`config.mk`:
```
export PLATFORM = sky130hd
export DESIGN_NAME = ccfp_div
export DESIGN_NICKNAME = d
export VERILOG_FILES = /design/src/rtl/ccfp_pkg.sv /design/src/rtl/ccfp_div.sv
export SDC_FILE = /design/constraint.sdc
export NUM_CORES = 1
export LEC_CHECK = 0
export ABC_CLOCK_PERIOD_IN_PS = 5500
export BUFFER_PORTS_ARGS = -buffer_cell sky130_fd_sc_hd__buf_2
export CORE_MARGIN = 2
export CORE_UTILIZATION = 35
export DETAILED_ROUTE_END_ITERATION = 7
export PLACE_DENSITY = 0.65
export SLEW_MARGIN = 20
export SYNTH_ARGS = -nofsm -noshare
export SYNTH_HDL_FRONTEND = slang
export SYNTH_SLANG_ARGS = --single-unit
export TNS_END_PERCENT = 1
```
`constraint.sdc`:
```
create_clock -name i_clk -period 5.5 [get_ports i_clk]
set_clock_uncertainty 0.05 [all_clocks]
set_input_delay 0.825 -clock i_clk [delete_from_list [all_inputs] [get_ports i_clk]]
set_output_delay 0.825 -clock i_clk [all_outputs]
set_load 0.02 [all_outputs]
```
`src/rtl/ccfp_pkg.sv`:
```
// Shared types and constants for the character-cell framebuffer plotter.
// No dependencies; used by every module of the block.
package ccfp_pkg;

    // Command codes of an input word.
    localparam logic [2:0] CMD_POINT  = 3'd0;
    localparam logic [2:0] CMD_LINE   = 3'd1;
    localparam logic [2:0] CMD_CLEAR  = 3'd2;
    localparam logic [2:0] CMD_REDRAW = 3'd3;
    localparam logic [2:0] CMD_RENDER = 3'd4;

    // Status codes of a result word.
    localparam logic [1:0] ST_OK        = 2'd0;
    localparam logic [1:0] ST_RANGE     = 2'd1;
    localparam logic [1:0] ST_COLLISION = 2'd2;

    // Register indexes on the configuration port.
    localparam logic [2:0] REG_WIDTH    = 3'd0;
    localparam logic [2:0] REG_HEIGHT   = 3'd1;
    localparam logic [2:0] REG_BG_GLYPH = 3'd2;
    localparam logic [2:0] REG_BG_COLOR = 3'd3;
    localparam logic [2:0] REG_DEF_COLOR = 3'd4;

    // Reset values.
    localparam logic [6:0]  RST_WIDTH    = 7'd64;
    localparam logic [6:0]  RST_HEIGHT   = 7'd64;
    localparam logic [7:0]  RST_BG_GLYPH = 8'd32;
    localparam logic [15:0] RST_BG_COLOR = 16'd0;

    // Line interpolation divider sizes.
    localparam int NUM_W = 18;
    localparam int DEN_W = 9;
    localparam int CNT_W = 5;

    typedef struct packed {
        logic        changed;
        logic [7:0]  glyph;
        logic [15:0] color;
    } t_cell;

endpackage

```
`src/rtl/ccfp_div.sv`:
```
// Restoring unsigned divider, one quotient bit per cycle.
// Depends on ccfp_pkg for operand widths.
module ccfp_div
    import ccfp_pkg::*;
(
    input  logic             i_clk,
    input  logic             i_rst_n,
    input  logic             i_start,
    input  logic [NUM_W-1:0] i_num,
    input  logic [DEN_W-1:0] i_den,
    output logic             o_done,
    output logic [NUM_W-1:0] o_quo
);

    logic             r_busy, n_busy;
    logic             r_fin, n_fin;
    logic [CNT_W-1:0] r_cnt, n_cnt;
    logic [NUM_W-1:0] r_quo, n_quo;
    logic [DEN_W-1:0] r_rem, n_rem;
    logic [DEN_W-1:0] r_den, n_den;
    logic [DEN_W:0]   trial;

    always_comb begin
        n_busy = r_busy;
        n_fin  = r_fin;
        n_cnt  = r_cnt;
        n_quo  = r_quo;
        n_rem  = r_rem;
        n_den  = r_den;
        trial  = {r_rem, r_quo[NUM_W-1]};
        if (i_start) begin
            n_busy = 1'b1;
            n_fin  = 1'b0;
            n_cnt  = CNT_W'(NUM_W);
            n_quo  = i_num;
            n_rem  = '0;
            n_den  = i_den;
        end else if (r_busy) begin
            if (trial >= {1'b0, r_den}) begin
                n_rem = DEN_W'(trial - {1'b0, r_den});
                n_quo = {r_quo[NUM_W-2:0], 1'b1};
            end else begin
                n_rem = trial[DEN_W-1:0];
                n_quo = {r_quo[NUM_W-2:0], 1'b0};
            end
            n_cnt = r_cnt - CNT_W'(1);
            if (r_cnt == CNT_W'(1)) begin
                n_busy = 1'b0;
                n_fin  = 1'b1;
            end
        end
    end

    always_ff @(posedge i_clk) begin
        if (!i_rst_n) begin
            r_busy <= 1'b0;
            r_fin  <= 1'b0;
            r_cnt  <= '0;
        end else begin
            r_busy <= n_busy;
            r_fin  <= n_fin;
            r_cnt  <= n_cnt;
        end
        r_quo <= n_quo;
        r_rem <= n_rem;
        r_den <= n_den;
    end

    assign o_done = r_fin && !r_busy;
    assign o_quo  = r_quo;

endmodule

```
==> flow_summary_export.csv <==
group,metric,value,unit
run_status,outcome,"complete, no violations",
timing,fin_setup_tns,0,ns
clock_tree,ctsHoldBuffers,0,
timing,period_minus_slack,2.81,ns
clock_tree,cts_tree,"yes",
synthesis,yosysWarnings,0,
floorplanning,start_util,0.367,
hold_path,whs_path_depth,2,
place,dp_hpwl,3.01,mm
power,powerDensity,313,nW/um^2
clock_tree,clk_latency,0.29,ns
synthesis,synth-seq-cells,43,
power,power_frac_clock,0.292,
synthesis,ys_types,42,
floorplanning,num_rows,28,
clock_tree,cts_resized,0,
power,p_sw,224,uW
timing,worstMarginPinSlew,0.870,ns
global_route,grt_max_degree,36,
power,switching_share,0.276,
drt,routedWlPerCell,13.2,um
timing,finalMaxSlewViolations,0,
synthesis,synth.area.top_cells,"edfxtp_1 37%, dfxtp_1 15%, mux2_2 8.7%",
place,io_buffers,48,
clock_tree,cts_sinks,43,
floorplanning,coreArea,5990,sq um
drt,routed-via-count,1511,
global_route,overflow,0,
power,seq_power_share,0.488,
synthesis,ys_seq_area_frac,0.515,
drt,viasPerCell,4.87,
drt,remaining_drc_errors,0,
power,pwr-share-comb,0.220,
floorplanning,die_w,83.3,um
place,place.gp.congestion,0.727,
drt,drtIter0Drc,56,
synthesis,synth_largest_area_cell,"edfxtp_1",
synthesis,async_flop_share,0,
synthesis,netlist.area_leader.share,0.369,
critical_path,crit_type,"flop to flop",
synthesis,netlist_instances,187,
finish,diodes,0,
global_route,antenna_found_initial,0,
synthesis,synth_top_family_by_area,"compound AO/OA/AOI/OAI gates",
place,dp_slack,2.59,ns
synthesis,syn_area,2200,sq um
timing,setup_viol,0,
job,drv_cap,0,
synthesis,synth.net_count,229,
hold_path,holdCritStartpoint,"r_fin$_SDFFE_PP0P_",
critical_path,cp.arrival,2.90,ns
critical_path,r2r_slack,2.69,ns
floorplanning,dieArea,6930,sq um
synthesis,synth_xor_area_frac,0.0398,
clock_tree,clk_pin_slew,0.08,ns
global_route,grt_pass1_vias,1532,
finish,fin_nets,276,
critical_path,r2r.worst_path.cells,9,
clock_tree,cts_root_buf,"clkbuf_8",
clock_tree,cts_buffers,5,
global_route,track_usage,0.122,
critical_path,critPathRequiredTime,5.59,ns
critical_path,crit_path_start_kind,"flop",
timing,finalCritPeriodShare,0.510,
hold_path,min_to,"r_fin$_SDFFE_PP0P_",
critical_path,critPathMaxFanout,15,
critical_path,r2r-start,"o_quo[17]$_DFFE_PP_",
timing,fmax,356,MHz
finish,finish.utilization,0.433,
synthesis,synth_mux_area_frac,0.105,
synthesis,synth.avg_cell_area,11.8,sq um
power,p_leak,0.00112,uW
timing,relSlewSlack,0.419,
finish,drive_above_1_share,0.357,
timing,rsz0062_at_grt,"no",
critical_path,r2r-end,"r_rem[6]$_SDFFE_PP0P_",
synthesis,synthSimpleGateAreaFrac,0.106,
drt,ant_nets,0,
floorplanning,die_h,83.3,um
clock_tree,htreeDepth,2,
finish,area_delta_synth_final,18.0,%
timing,setup_slack,2.69,ns
clock_tree,postCtsSetupBuffers,0,
critical_path,cp-end-kind,"flop",
drt,drt_wl_total,4.08,mm
hold_path,hold_class,"flop to flop",
clock_tree,cts.path.max_buffers,2,
power,vdd_drop_max,0.000182,V
floorplanning,io_pins,49,
synthesis,synth-compound-area-share,0.116,
synthesis,synth_ff_type,"edfxtp_1",
synthesis,synth-edff-count,27,
global_route,grt_pass1_wl,6.79,mm
drt,first_pass_iters,4,
synthesis,synth_fa_ha_area_frac,0.0717,
timing,finalHoldViolCount,0,
power,cellInternalPower,589,uW
==> cell usage in the layout, fill, tap and decap left out, types with 2 or more instances in the layout <==
cell and n:
o21ai_0 3, nor2_1 17, a311oi_1 3, nor3_1 3
edfxtp_1 27, ha_1 11, nor2b_1 3, a211oi_1 3
buf_2 48, nand2_1 9, mux2i_1 4, mux2_2 17
a21oi_1 5, inv_1 15, nand4_1 4, a21boi_0 2
nand3_1 3, a21o_1 3, a211oi_2 2, clkbuf_8 5
dfxtp_1 16, xnor2_1 5, xor2_1 5, o311ai_0 2
==> how the worst max path moves through the flow <==
| stage | from | to | cells past startpoint |
|---|---|---|---|
| finish | o_quo[17]$_DFFE_PP_ | r_rem[6]$_SDFFE_PP0P_ | 9 |
| global route | o_quo[17]$_DFFE_PP_ | r_rem[6]$_SDFFE_PP0P_ | 9 |
| CTS | o_quo[17]$_DFFE_PP_ | r_rem[6]$_SDFFE_PP0P_ | 9 |
| detailed placement | i_start | o_quo[13]$_DFFE_PP_ | 3 |
| global placement | i_start | o_quo[10]$_DFFE_PP_ | 3 |
| floorplan | o_quo[17]$_DFFE_PP_ | r_rem[6]$_SDFFE_PP0P_ | 10 |
==> per-layer routing <==
layer / part of all wire / GRT usage / routed length [um]
met1: 0.45 / 0.141 / 1850
met3: 0.044 / 0.0348 / 178
met5: 0 / 0 / 0
met2: 0.49 / 0.211 / 2000
met4: 0.015 / 0.0507 / 61
==> state kept, by name, indices dropped and copies added, names as in the netlist <==
register  count
r_rem         9
r_den         9
r_busy        1
o_quo        18
r_cnt         5
r_fin         1
==> critical path, stage by stage, from the launching register on <==
cell and delay (ns):
edfxtp_1 0.42, inv_1 0.08, ha_1 0.15, inv_1 0.05, fa_1 0.41, a211oi_2 0.25, o31ai_2 0.15, a211oi_4 0.69
mux2i_1 0.32, a211oi_2 0.09
==> Yosys cell counts (4+ instances only) <==
cell type   n
mux2i_1     4
edfxtp_1   27
clkbuf_1    5
nand2_1     9
nand4_1     4
ha_1       11
mux2_2     17
a21oi_1     5
xnor2_1     5
xor2_1      5
dfxtp_1    16
nor2_1     17
inv_1      15
==> area by class of cell <==
| class | count | area, sq um |
|---|---|---|
| Clock buffer | 5 | 68.8 |
| Clock inverter | 3 | 38.8 |
| Fill cell | 569 | 3400 |
| Inverter | 15 | 56.3 |
| Multi-Input combinational cell | 121 | 966 |
| Sequential cell | 43 | 1130 |
| Tap cell | 75 | 93.8 |
| Timing Repair Buffer | 48 | 240 |
==> metrics by stage <==
stage	cell area [sq um]	hold WS, ns	total power, uW	cells
6_report	2590	0.417	813	310
5_1_grt	2590	0.477	859	310
2_1_floorplan	2200	0.382	539	187
4_1_cts	2590	0.423	827	310
3_3_place_gp	2490	0.399	581	302
3_5_place_dp	2490	0.405	585	302
==> power groups by stage <==
| stage | clock [uW] | combinational, uW | sequential, uW |
|---|---|---|---|
| 5_1_grt | 259 | 199 | 401 |
| 4_1_cts | 249 | 181 | 398 |
| 6_report | 238 | 179 | 397 |
| 3_5_place_dp | 0 | 180 | 405 |
| 2_1_floorplan | 0 | 123 | 417 |
| 3_3_place_gp | 0 | 177 | 404 |
==> cell families after synthesis <==
group           after synthesis
simple gates                 47
flops                        43
compound gates               31
buf+inv                      23
mux                          21
fa+ha+maj                    12
xor+xnor                     10
(Power assumes the default switching activity.)
